===== config.mk =====
export PLATFORM = sky130hd
export DESIGN_NAME = line_rasterizer_with_depth_top_flat
export DESIGN_NICKNAME = d
export VERILOG_FILES = /design/src/rtl/lrd_pkg.sv /design/src/rtl/lrd_intf.sv /design/src/rtl/lrd_div.sv /design/src/rtl/lrd_dpath.sv /design/src/rtl/lrd_ctrl.sv /design/src/rtl/line_rasterizer_with_depth_top.sv /design/src/flat_wrapper.sv
export SDC_FILE = /design/constraint.sdc
export NUM_CORES = 1
export LEC_CHECK = 0
export ABC_AREA = 1
export BUFFER_PORTS_ARGS = -buffer_cell sky130_fd_sc_hd__buf_2
export CORE_MARGIN = 4
export CORE_UTILIZATION = 50
export DETAILED_ROUTE_END_ITERATION = 10
export GPL_ROUTABILITY_DRIVEN = 0
export PLACE_DENSITY = 0.68
export SKIP_LAST_GASP = 1
export SYNTH_ARGS = -nofsm -noshare
export SYNTH_HDL_FRONTEND = slang
export SYNTH_HIERARCHICAL = 1
export SYNTH_SLANG_ARGS = --single-unit

===== constraint.sdc =====
create_clock -name clk -period 10.8 [get_ports clk]
set_input_delay 2.16 -clock clk [delete_from_list [all_inputs] [get_ports clk]]
set_output_delay 2.16 -clock clk [all_outputs]
set_load 0.02 [all_outputs]

===== src/rtl/lrd_pkg.sv =====
// ----------------------------------------------------------------------------
// lrd_pkg: shared types and constants for the line rasterizer with depth
// Holds field widths, request payload structs, register indexes and the
// command and status bundles between controller and datapath.
// ----------------------------------------------------------------------------
package lrd_pkg;

	// Field widths.
	localparam int COORD_BITS   = 12;
	localparam int DEPTH_BITS   = 32;
	localparam int DIM_BITS     = 11;
	localparam int DIFF_BITS    = COORD_BITS + 1;
	localparam int SLOPE_BITS   = COORD_BITS + 2;
	localparam int DEC_BITS     = COORD_BITS + 6;
	localparam int CNT_BITS     = $clog2(DEPTH_BITS);
	localparam int CFG_IDX_BITS = 2;

	// Configuration register indexes.
	localparam logic [CFG_IDX_BITS-1:0] CFG_IMAGE_WIDTH  = CFG_IDX_BITS'(0);
	localparam logic [CFG_IDX_BITS-1:0] CFG_IMAGE_HEIGHT = CFG_IDX_BITS'(1);

	// Request kinds.
	localparam logic KIND_LOAD = 1'b0;
	localparam logic KIND_TICK = 1'b1;

	// Window size after reset.
	localparam logic [DIM_BITS-1:0] DIM_RESET = DIM_BITS'(500);

	typedef logic signed [COORD_BITS-1:0] coord_t;
	typedef logic signed [DEPTH_BITS-1:0] depth_t;
	typedef logic [DIM_BITS-1:0]          dim_t;

	typedef struct packed {
		logic   kind;
		coord_t start_x;
		coord_t start_y;
		depth_t start_depth;
		coord_t end_x;
		coord_t end_y;
		depth_t end_depth;
	} item_t;

	typedef struct packed {
		coord_t pixel_x;
		coord_t pixel_y;
		depth_t pixel_depth;
		logic   visible;
		logic   last;
	} pixel_t;

	typedef struct packed {
		logic load;
		logic tick;
	} ctrl_cmd_t;

	typedef struct packed {
		logic div_done;
		logic out_stall;
	} ctrl_status_t;

endpackage


===== src/rtl/lrd_intf.sv =====
// ----------------------------------------------------------------------------
// lrd_intf: valid/ready channels of the line rasterizer
// Input request channel, pixel result channel and configuration write channel.
// ----------------------------------------------------------------------------
interface lrd_item_if;
	logic          valid;
	logic          ready;
	lrd_pkg::item_t data;

	modport source (output valid, output data, input ready);
	modport sink   (input valid, input data, output ready);
endinterface

interface lrd_pixel_if;
	logic            valid;
	logic            ready;
	lrd_pkg::pixel_t data;

	modport source (output valid, output data, input ready);
	modport sink   (input valid, input data, output ready);
endinterface

interface lrd_cfg_if;
	logic                              valid;
	logic                              ready;
	logic [lrd_pkg::CFG_IDX_BITS-1:0] index;
	lrd_pkg::dim_t                     data;

	modport source (output valid, output index, output data, input ready);
	modport sink   (input valid, input index, input data, output ready);
endinterface


===== src/rtl/lrd_div.sv =====
// ----------------------------------------------------------------------------
// lrd_div: iterative signed divider for the per-step depth change
// Restoring division of a 32-bit magnitude by the step count, one quotient
// bit per cycle, with the sign applied at the end. A zero divisor gives zero.
// ----------------------------------------------------------------------------
module lrd_div (
	input  logic                                 clk,
	input  logic                                 arst_n,
	input  logic                                 start,
	input  logic [lrd_pkg::DEPTH_BITS-1:0]       dividend,
	input  logic                                 negative,
	input  logic [lrd_pkg::COORD_BITS-1:0]       divisor,
	output logic                                 done,
	output logic [lrd_pkg::DEPTH_BITS-1:0]       quotient
);

	localparam logic [lrd_pkg::CNT_BITS-1:0] CNT_LAST =
		lrd_pkg::CNT_BITS'(lrd_pkg::DEPTH_BITS - 1);

	logic                               busy_q;
	logic                               done_q;
	logic [lrd_pkg::CNT_BITS-1:0]       cnt_q;
	logic [lrd_pkg::COORD_BITS-1:0]     rem_q;
	logic [lrd_pkg::COORD_BITS-1:0]     div_q;
	logic [lrd_pkg::DEPTH_BITS-1:0]     quo_q;
	logic                               neg_q;
	logic                               zero_q;
	logic [lrd_pkg::COORD_BITS:0]       trial;
	logic                               fits;
	logic [lrd_pkg::COORD_BITS:0]       trial_sub;

	// One restoring step: bring down the next dividend bit and try a subtract.
	always_comb begin
		trial     = {rem_q, quo_q[lrd_pkg::DEPTH_BITS-1]};
		fits      = trial >= {1'b0, div_q};
		trial_sub = trial - {1'b0, div_q};
	end

	// Iteration control.
	always_ff @(posedge clk or negedge arst_n) begin
		if (!arst_n) begin
			busy_q <= 1'b0;
			done_q <= 1'b0;
			cnt_q  <= '0;
		end else begin
			done_q <= 1'b0;
			if (start) begin
				busy_q <= 1'b1;
				cnt_q  <= '0;
			end else if (busy_q) begin
				cnt_q <= cnt_q + 1'b1;
				if (cnt_q == CNT_LAST) begin
					busy_q <= 1'b0;
					done_q <= 1'b1;
				end
			end
		end
	end

	// Remainder and quotient shift register.
	always_ff @(posedge clk) begin
		if (start) begin
			rem_q  <= '0;
			quo_q  <= dividend;
			div_q  <= divisor;
			neg_q  <= negative;
			zero_q <= (divisor == '0);
		end else if (busy_q) begin
			rem_q <= fits ? trial_sub[lrd_pkg::COORD_BITS-1:0]
			              : trial[lrd_pkg::COORD_BITS-1:0];
			quo_q <= {quo_q[lrd_pkg::DEPTH_BITS-2:0], fits};
		end
	end

	assign done     = done_q;
	assign quotient = zero_q ? '0 : (neg_q ? -quo_q : quo_q);

	// The finish pulse only comes at the end of a run.
	assert property (@(posedge clk) disable iff (!arst_n) done_q |-> !busy_q)
		else $error("divider finished while still busy");

endmodule


===== src/rtl/lrd_dpath.sv =====
// ----------------------------------------------------------------------------
// lrd_dpath: datapath of the line rasterizer
// Line setup on load, the stepping registers, the depth divider, the window
// registers and the pixel output register.
// ----------------------------------------------------------------------------
module lrd_dpath (
	input  logic                  clk,
	input  logic                  arst_n,
	input  lrd_pkg::item_t        item_data,
	input  lrd_pkg::ctrl_cmd_t    cmd,
	output lrd_pkg::ctrl_status_t status,
	lrd_cfg_if.sink               cfg,
	lrd_pixel_if.source           pixel
);

	localparam int CB = lrd_pkg::COORD_BITS;

	// Window registers.
	lrd_pkg::dim_t width_q;
	lrd_pkg::dim_t height_q;

	// Line state.
	logic                              active_q;
	lrd_pkg::coord_t                   cur_x_q;
	lrd_pkg::coord_t                   cur_y_q;
	lrd_pkg::depth_t                   cur_depth_q;
	lrd_pkg::depth_t                   depth_step_q;
	logic signed [lrd_pkg::DEC_BITS-1:0]   dec_q;
	logic signed [lrd_pkg::SLOPE_BITS-1:0] slope_q;
	logic signed [lrd_pkg::DEC_BITS-1:0]   diag_step_q;
	logic signed [lrd_pkg::DEC_BITS-1:0]   east_step_q;
	logic                              east_dx_q;
	logic signed [1:0]                 east_dy_q;
	logic signed [1:0]                 diag_dy_q;
	logic                              wide_q;
	logic [CB-1:0]                     steps_left_q;

	// Output register.
	logic            out_valid_q;
	lrd_pkg::pixel_t out_q;

	// Setup signals.
	logic                                  swap;
	lrd_pkg::coord_t                       x0, y0, x1, y1;
	lrd_pkg::depth_t                       z0, z1;
	logic signed [lrd_pkg::DIFF_BITS-1:0]  dx, dy, ady;
	logic signed [lrd_pkg::DEC_BITS-1:0]   dx_d, dy_d, dx2_d, a_d;
	logic signed [lrd_pkg::SLOPE_BITS-1:0] slope_n;
	logic                                  wide_n, a_pos;
	logic [CB-1:0]                         steps_n;
	logic signed [lrd_pkg::DEC_BITS-1:0]   dec_n, diag_step_n, east_step_n;
	logic signed [1:0]                     east_dy_n, diag_dy_n;
	logic signed [lrd_pkg::DEPTH_BITS:0]   zdiff, zdiff_neg;
	logic [lrd_pkg::DEPTH_BITS-1:0]        zmag;

	// Stepping signals.
	logic                                  diag;
	logic                                  slope_pos, slope_neg, dec_pos, dec_neg;
	lrd_pkg::coord_t                       w_lim, h_lim;
	logic                                  vis;
	logic                                  last_px;
	logic                                  emit;

	// Divider connection.
	logic                            div_done;
	logic [lrd_pkg::DEPTH_BITS-1:0]  div_quo;

	// Line setup: order endpoints by x, choose the octant, set decision terms.
	always_comb begin
		swap = item_data.start_x > item_data.end_x;
		x0   = swap ? item_data.end_x       : item_data.start_x;
		y0   = swap ? item_data.end_y       : item_data.start_y;
		z0   = swap ? item_data.end_depth   : item_data.start_depth;
		x1   = swap ? item_data.start_x     : item_data.end_x;
		y1   = swap ? item_data.start_y     : item_data.end_y;
		z1   = swap ? item_data.start_depth : item_data.end_depth;

		dx      = lrd_pkg::DIFF_BITS'(x1) - lrd_pkg::DIFF_BITS'(x0);
		dy      = lrd_pkg::DIFF_BITS'(y1) - lrd_pkg::DIFF_BITS'(y0);
		ady     = dy[lrd_pkg::DIFF_BITS-1] ? -dy : dy;
		wide_n  = dx >= ady;
		a_pos   = dy > 0;
		slope_n = {dy, 1'b0};

		dx_d  = lrd_pkg::DEC_BITS'(dx);
		dy_d  = lrd_pkg::DEC_BITS'(dy);
		dx2_d = dx_d + dx_d;
		a_d   = dy_d + dy_d;

		steps_n = wide_n ? dx[CB-1:0] : ady[CB-1:0];

		priority if (wide_n && a_pos) begin
			dec_n       = a_d - dx_d;
			diag_step_n = a_d - dx2_d;
			east_step_n = a_d;
			east_dy_n   = 2'sd0;
			diag_dy_n   = 2'sd1;
		end else if (wide_n) begin
			dec_n       = a_d + dx_d;
			diag_step_n = a_d + dx2_d;
			east_step_n = a_d;
			east_dy_n   = 2'sd0;
			diag_dy_n   = -2'sd1;
		end else if (a_pos) begin
			dec_n       = dy_d - dx2_d;
			diag_step_n = a_d - dx2_d;
			east_step_n = -dx2_d;
			east_dy_n   = 2'sd1;
			diag_dy_n   = 2'sd1;
		end else begin
			dec_n       = dy_d + dx2_d;
			diag_step_n = a_d + dx2_d;
			east_step_n = dx2_d;
			east_dy_n   = -2'sd1;
			diag_dy_n   = -2'sd1;
		end

		// Exact depth difference and its magnitude for the divider.
		zdiff     = (lrd_pkg::DEPTH_BITS + 1)'(z1) - (lrd_pkg::DEPTH_BITS + 1)'(z0);
		zdiff_neg = -zdiff;
		zmag      = zdiff[lrd_pkg::DEPTH_BITS] ? zdiff_neg[lrd_pkg::DEPTH_BITS-1:0]
		                                       : zdiff[lrd_pkg::DEPTH_BITS-1:0];
	end

	lrd_div u_div (
		.clk      (clk),
		.arst_n   (arst_n),
		.start    (cmd.load),
		.dividend (zmag),
		.negative (zdiff[lrd_pkg::DEPTH_BITS]),
		.divisor  (steps_n),
		.done     (div_done),
		.quotient (div_quo)
	);

	// Step decision and visibility of the current pixel.
	always_comb begin
		slope_pos = slope_q > 0;
		slope_neg = slope_q[lrd_pkg::SLOPE_BITS-1];
		dec_pos   = dec_q > 0;
		dec_neg   = dec_q[lrd_pkg::DEC_BITS-1];
		diag      = wide_q ? ((slope_pos && dec_pos) || (slope_neg && dec_neg))
		                   : ((slope_pos && dec_neg) || (slope_neg && dec_pos));

		w_lim   = CB'(width_q);
		h_lim   = CB'(height_q);
		vis     = (cur_x_q > 0) && (cur_x_q < w_lim) && (cur_y_q > 0) && (cur_y_q < h_lim);
		last_px = steps_left_q == '0;
		emit    = cmd.tick && active_q;
	end

	// Window registers take writes at any time; unknown indexes are dropped.
	assign cfg.ready = 1'b1;

	always_ff @(posedge clk or negedge arst_n) begin
		if (!arst_n) begin
			width_q  <= lrd_pkg::DIM_RESET;
			height_q <= lrd_pkg::DIM_RESET;
		end else if (cfg.valid) begin
			unique case (cfg.index)
				lrd_pkg::CFG_IMAGE_WIDTH: begin
					width_q <= cfg.data;
				end
				lrd_pkg::CFG_IMAGE_HEIGHT: begin
					height_q <= cfg.data;
				end
				default: begin
				end
			endcase
		end
	end

	// Line activity and output valid.
	always_ff @(posedge clk or negedge arst_n) begin
		if (!arst_n) begin
			active_q    <= 1'b0;
			out_valid_q <= 1'b0;
		end else begin
			if (cmd.load) begin
				active_q <= 1'b1;
			end else if (emit && last_px) begin
				active_q <= 1'b0;
			end
			if (emit) begin
				out_valid_q <= 1'b1;
			end else if (pixel.ready) begin
				out_valid_q <= 1'b0;
			end
		end
	end

	// Line registers: loaded on setup, advanced on each emitted pixel but the last.
	always_ff @(posedge clk) begin
		if (cmd.load) begin
			cur_x_q      <= x0;
			cur_y_q      <= y0;
			cur_depth_q  <= z0;
			dec_q        <= dec_n;
			slope_q      <= slope_n;
			diag_step_q  <= diag_step_n;
			east_step_q  <= east_step_n;
			east_dx_q    <= wide_n;
			east_dy_q    <= east_dy_n;
			diag_dy_q    <= diag_dy_n;
			wide_q       <= wide_n;
			steps_left_q <= steps_n;
		end else if (emit && !last_px) begin
			cur_x_q      <= cur_x_q + CB'(diag | east_dx_q);
			cur_y_q      <= cur_y_q + CB'(diag ? diag_dy_q : east_dy_q);
			dec_q        <= dec_q + (diag ? diag_step_q : east_step_q);
			cur_depth_q  <= cur_depth_q + depth_step_q;
			steps_left_q <= steps_left_q - 1'b1;
		end
		if (div_done) begin
			depth_step_q <= div_quo;
		end
	end

	// Pixel output register.
	always_ff @(posedge clk) begin
		if (emit) begin
			out_q.pixel_x     <= cur_x_q;
			out_q.pixel_y     <= cur_y_q;
			out_q.pixel_depth <= cur_depth_q;
			out_q.visible     <= vis;
			out_q.last        <= last_px;
		end
	end

	assign pixel.valid      = out_valid_q;
	assign pixel.data       = out_q;
	assign status.div_done  = div_done;
	assign status.out_stall = out_valid_q && !pixel.ready;

	// A new pixel only shows up after a tick on an active line.
	assert property (@(posedge clk) disable iff (!arst_n)
		$rose(out_valid_q) |-> $past(emit))
		else $error("pixel output without an active tick");

	// Emitting the final pixel ends the line.
	assert property (@(posedge clk) disable iff (!arst_n)
		(emit && last_px && !cmd.load) |=> !active_q)
		else $error("line still active after its last pixel");

endmodule


===== src/rtl/lrd_ctrl.sv =====
// ----------------------------------------------------------------------------
// lrd_ctrl: controller of the line rasterizer
// Accepts requests, starts line setup, and waits for the depth division.
// ----------------------------------------------------------------------------
module lrd_ctrl (
	input  logic                  clk,
	input  logic                  arst_n,
	lrd_item_if.sink              item,
	input  lrd_pkg::ctrl_status_t status,
	output lrd_pkg::ctrl_cmd_t    cmd
);

	localparam logic ST_IDLE = 1'b0;
	localparam logic ST_DIV  = 1'b1;

	logic state_q;
	logic accept;

	// A request is taken when idle and the pixel register can move on.
	assign item.ready = (state_q == ST_IDLE) && !status.out_stall;
	assign accept     = item.valid && item.ready;
	assign cmd.load   = accept && (item.data.kind == lrd_pkg::KIND_LOAD);
	assign cmd.tick   = accept && (item.data.kind == lrd_pkg::KIND_TICK);

	// State register.
	always_ff @(posedge clk or negedge arst_n) begin
		if (!arst_n) begin
			state_q <= ST_IDLE;
		end else begin
			unique case (state_q)
				ST_IDLE: begin
					if (cmd.load) begin
						state_q <= ST_DIV;
					end
				end
				ST_DIV: begin
					if (status.div_done) begin
						state_q <= ST_IDLE;
					end
				end
				default: begin
					state_q <= ST_IDLE;
				end
			endcase
		end
	end

	// No request is taken while the depth step is still being divided.
	assert property (@(posedge clk) disable iff (!arst_n)
		(state_q == ST_DIV) |-> !item.ready)
		else $error("request accepted during division");

	// A load always enters the division wait.
	assert property (@(posedge clk) disable iff (!arst_n)
		cmd.load |=> (state_q == ST_DIV))
		else $error("load did not start division");

endmodule


===== src/rtl/line_rasterizer_with_depth_top.sv =====
// ----------------------------------------------------------------------------
// line_rasterizer_with_depth_top: midpoint line rasterizer with depth
// Loads two endpoints, then emits one pixel per tick request with x, y,
// interpolated depth, a window visibility flag and a last-pixel flag.
//
//   channel  dir  handshake       payload
//   item     in   valid / ready   kind, start_x/y/depth, end_x/y/depth
//   pixel    out  valid / ready   pixel_x, pixel_y, pixel_depth, visible, last
//   cfg      in   valid / ready   index (0 width, 1 height), data
//
// Ticks can follow back to back while the pixel output is not stalled.
// A load request holds the input while the serial divider produces the
// depth step, one quotient bit per cycle.
// Reset is asynchronous and active low; it ends any line and restores the
// 500 by 500 window. The pixel sits in an output register, and the input is
// held while that register holds a pixel that the receiver does not take.
// ----------------------------------------------------------------------------
module line_rasterizer_with_depth_top (
	input  logic        clk,
	input  logic        arst_n,
	lrd_cfg_if.sink     cfg,
	lrd_item_if.sink    item,
	lrd_pixel_if.source pixel
);

	lrd_pkg::ctrl_cmd_t    cmd;
	lrd_pkg::ctrl_status_t status;

	lrd_ctrl u_ctrl (
		.clk    (clk),
		.arst_n (arst_n),
		.item   (item),
		.status (status),
		.cmd    (cmd)
	);

	lrd_dpath u_dpath (
		.clk       (clk),
		.arst_n    (arst_n),
		.item_data (item.data),
		.cmd       (cmd),
		.status    (status),
		.cfg       (cfg),
		.pixel     (pixel)
	);

endmodule

===== src/flat_wrapper.sv =====
// flat-port wrapper written by rule: the top's interface ports become plain ports
module line_rasterizer_with_depth_top_flat 
  (clk, arst_n, cfg_valid, cfg_index, cfg_data, cfg_ready, item_valid, item_data, item_ready, pixel_valid, pixel_data, pixel_ready);
  lrd_cfg_if cfg_i ();
  lrd_item_if item_i ();
  lrd_pixel_if pixel_i ();
  input  logic clk;
  input  logic arst_n;
  input wire logic [$bits(cfg_i.valid)-1:0] cfg_valid;
  input wire logic [$bits(cfg_i.index)-1:0] cfg_index;
  input wire logic [$bits(cfg_i.data)-1:0] cfg_data;
  output wire logic [$bits(cfg_i.ready)-1:0] cfg_ready;
  input wire logic [$bits(item_i.valid)-1:0] item_valid;
  input wire logic [$bits(item_i.data)-1:0] item_data;
  output wire logic [$bits(item_i.ready)-1:0] item_ready;
  output wire logic [$bits(pixel_i.valid)-1:0] pixel_valid;
  output wire logic [$bits(pixel_i.data)-1:0] pixel_data;
  input wire logic [$bits(pixel_i.ready)-1:0] pixel_ready;
  assign cfg_i.valid = cfg_valid;
  assign cfg_i.index = cfg_index;
  assign cfg_i.data = cfg_data;
  assign cfg_ready = cfg_i.ready;
  assign item_i.valid = item_valid;
  assign item_i.data = item_data;
  assign item_ready = item_i.ready;
  assign pixel_valid = pixel_i.valid;
  assign pixel_data = pixel_i.data;
  assign pixel_i.ready = pixel_ready;
  line_rasterizer_with_depth_top u_core (.clk(clk), .arst_n(arst_n), .cfg(cfg_i), .item(item_i), .pixel(pixel_i));
endmodule

==> out/qor.yml <==
setup_path:
  critPathCaptureType: "flip-flop"
  crit_path_frequent_cell: "nand2_1"
  cp_slowest_stage_delay_ns: 0.46
  cpMaxStageDelayCell: "inv_1"
  cp.required_ns: 11.23
  critical_path_class: "in2reg"
  worstSetupStartpointType: "primary input"
  timing.critical_path.fanout_max: 23
  worstPathArrival_ns: 8.85
synthesis:
  syn_area_sq_um: 25900
  synthesis.instances: 3472
  post_synthesis_area_per_instance_sq_um: 7.47
  largest_family_of_logic_cells_by_synthesized_area: "simple AND/OR/NAND/NOR gates"
  synth_compound_area_share_pct: 14.0
  async_flop_share_pct: 10.2
  synth_adder_area_share_pct: 9.79
  share_of_synthesized_area_spent_on_multiplexers_pct: 0.811
  synth_enable_flop_cells: 270
  synth.net_count: 3801
  synth-seq-area-share_pct: 35.3
  ys_seq_elements: 314
  synthSimpleGateAreaFrac_pct: 25.8
  yosysWarnings: 6
  synthXorXnorAreaFrac_pct: 6.31
  synth_cell_types: 70
  synth_flop_cell: "edfxtp_1"
route:
  routedWlPerCell_microns: 17.9
  route.detailed.drc: 0
  drt-vias-per-instance: 5.51
  vias: 24000
  drt-initial-drc-count: 2343
  detail_route.wirelength_microns: 77800
  ant_nets: 0
  drt_pass1_iterations: 7
sta:
  min_period_over_period_pct: 78.0
  finalHoldWorstSlack_ns: 0.464
  final_setup_viols: 0
  setup_total_negative_slack_ns: 0
  period_minus_slack_ns: 8.42
  worst_slew_pin_slew_ns: 1.12
  max_freq_ghz: 0.119
  finalHoldViolations: 0
  slew_headroom_pct: 24.5
  setup_skew_after_layout_ns: 0.0290
  maxSlewViolCount: 0
  rsz_0062_raised_after_global_routing: "no"
clock_network:
  clkLatencyLatePin_ns: 0.56
  numClockSinks: 314
  hold_buffers: 0
  maximum_level_of_the_cts_h_tree: 2
  clk_root_buffer_cell: "clkbuf_16"
  clock_transition_at_the_registers_of_the_reported_paths_ns: 0.06
  ctsResizeCount: 0
  clock_buffer_count_from_cts: 37
  max_root_sink_buffers: 3
  cts_tree: "yes"
  cts.repair_timing.setup_buffer_count: 0
layout:
  layout_common_cells: "881 x nand2_1, 437 x inv_1, 322 x nor2_1"
  num-fill-cells: 4953
  num-nets-final: 3969
  area.growth.synth_to_final_pct: 10.7
  layout_cells_sized_above_1_pct: 9.68
  final_common_cell: "nand2_1"
global_routing:
  first_global_vias: 21500
  grt_antenna_before_repair: 15
  maximum_number_of_pins_on_one_net_before_global_route_repair: 81
  overflow: 0
  groute.usage.overall_pct: 26.9
  global_route_wire_length_before_repair_microns: 120000
power_and_ir_drop:
  report.power.total_mw: 6.35
  total_leakage_power_nw: 13.3
  power_density_nw_per_um2: 221
  max-vdd-ir-drop_v: 0.000101
die:
  die_height_microns: 236
  rows: 83
  io-pin-count: 192
  core_sq_um: 51300
  die-area_sq_um: 55600
  floorplan.die.width_microns: 236
  initial_core_util_pct: 50.5
place:
  placement.io_buffers: 190
  hpwlAfterDp_microns: 61900
outcome:
  run_status: "complete, no violations"
flow_run:
  cap_viol_max_count: 0
worst_hold_path:
  hold_class: "reg2reg"
==> path summary, 6_finish.rpt <==
| check | from | endpoint | slack (ns) | cells after the start |
|---|---|---|---|---|
| worst max register to register | u_core/u_dpath/dec_q[0] | u_core/u_dpath/dec_q[16] | 4.68 | 29 |
| worst max-delay path | item_data[51] | u_core/u_dpath/dec_q[17] | 2.38 | 44 |
| worst min register to register | u_core/u_dpath/cur_depth_q[23] | u_core/u_dpath/pixel.data[25] | 0.46 | 0 |
| worst min-delay path | u_core/u_dpath/cur_depth_q[23] | u_core/u_dpath/pixel.data[25] | 0.46 | 0 |
| max in group asynchronous | arst_n | u_core/u_dpath/u_div/cnt_q[0] | 8.60 | 1 |
| min in group asynchronous | arst_n | u_core/u_dpath/height_q[3] | 1.69 | 1 |
==> final cells by class <==
| class | count | area, sq um | share of cell area [%] |
|---|---|---|---|
| Multi-Input combinational cell | 2630 | 14700 | 51.3 |
| Sequential cell | 314 | 9160 | 31.9 |
| Clock inverter | 20 | 158 | 0.550 |
| Tap cell | 680 | 851 | 2.97 |
| Antenna cell | 6 | 15.0 | 0.0523 |
| Timing Repair Buffer | 208 | 1090 | 3.79 |
| Inverter | 449 | 1690 | 5.90 |
| Clock buffer | 48 | 1020 | 3.55 |
==> logic make-up after synthesis <==
group,count (synthesis)
and+or+nand+nor,1568
AOI/OAI and AO/OA,659
buffers and inverters,528
DFF,314
adders and majority gates,198
xor gates and xnor gates,183
muxes,21
other,1
==> registers in the layout, indices dropped and copies added (netlist names), 13 cells and up <==
name	count
u_core/u_dpath/cur_depth_q	32
u_core/u_dpath/dec_q	18
u_core/u_dpath/depth_step_q	32
u_core/u_dpath/diag_step_q	14
u_core/u_dpath/east_step_q	17
u_core/u_dpath/pixel.data	58
u_core/u_dpath/slope_q	13
u_core/u_dpath/u_div/quo_q	32
==> stage by stage <==
stage                     std cells  utilization [%]  setup slack (ns)  area [sq um]
after global routing           4351             55.9              1.76         28700
after floorplan                3472                -              1.53         25900
final                          4355             55.9              2.38         28700
after detailed placement       4281             53.6              1.98         27500
after global placement         4281             53.6              2.16         27500
after CTS                      4349             55.9              2.56         28700
==> worst max-delay path, delay by kind of cell <==
kind / cells / cell delay, ns
compound gates: 8 / 1.45
xor+xnor: 1 / 0.19
fa+ha+maj: 3 / 0.87
buf+inv: 11 / 1.59
simple gates: 21 / 2.58
==> per-layer routing <==
| metal | global-route usage [%] | wire [microns] | vias up |
|---|---|---|---|
| met2 | 38.7 | 31400 | 1008 |
| li1 | - | - | 12000 |
| met4 | 6.71 | 1830 | 8 |
| met3 | 5.38 | 7700 | 116 |
| met5 | 0 | 55 | - |
| met1 | 41.5 | 36800 | 10900 |
==> synth_stat cells, drive strengths merged (12+ instances only) <==
cell    number  area [sq um]
o21bai      20           150
xor2       135          1220
buf         33           218
xnor2       48           420
nand4       52           332
inv        448          1680
dfrtp       20           500
nor4        20           125
edfxtp     270          8110
nand3      192          1050
ha         190          2380
o31ai       17           128
o21ai      343          1740
nor3        39           216
mux2i       21           210
clkbuf      46           173
o211ai      16           125
a31oi       12          75.1
nor2       333          1310
or2         23           146
dfstp       12           315
a21oi      200          1010
dfxtp       12           240
o22ai       17           106
nand2      893          3390
==> where the power goes <==
| group | switching [mW] | internal, mW | leakage [nW] | total (mW) |
|---|---|---|---|---|
| registers | 0.167 | 1.72 | 2.96 | 1.89 |
| logic | 2.16 | 1.07 | 9.74 | 3.23 |
| clock network | 0.516 | 0.717 | 0.584 | 1.23 |
Power figures use the tool's default switching activity.
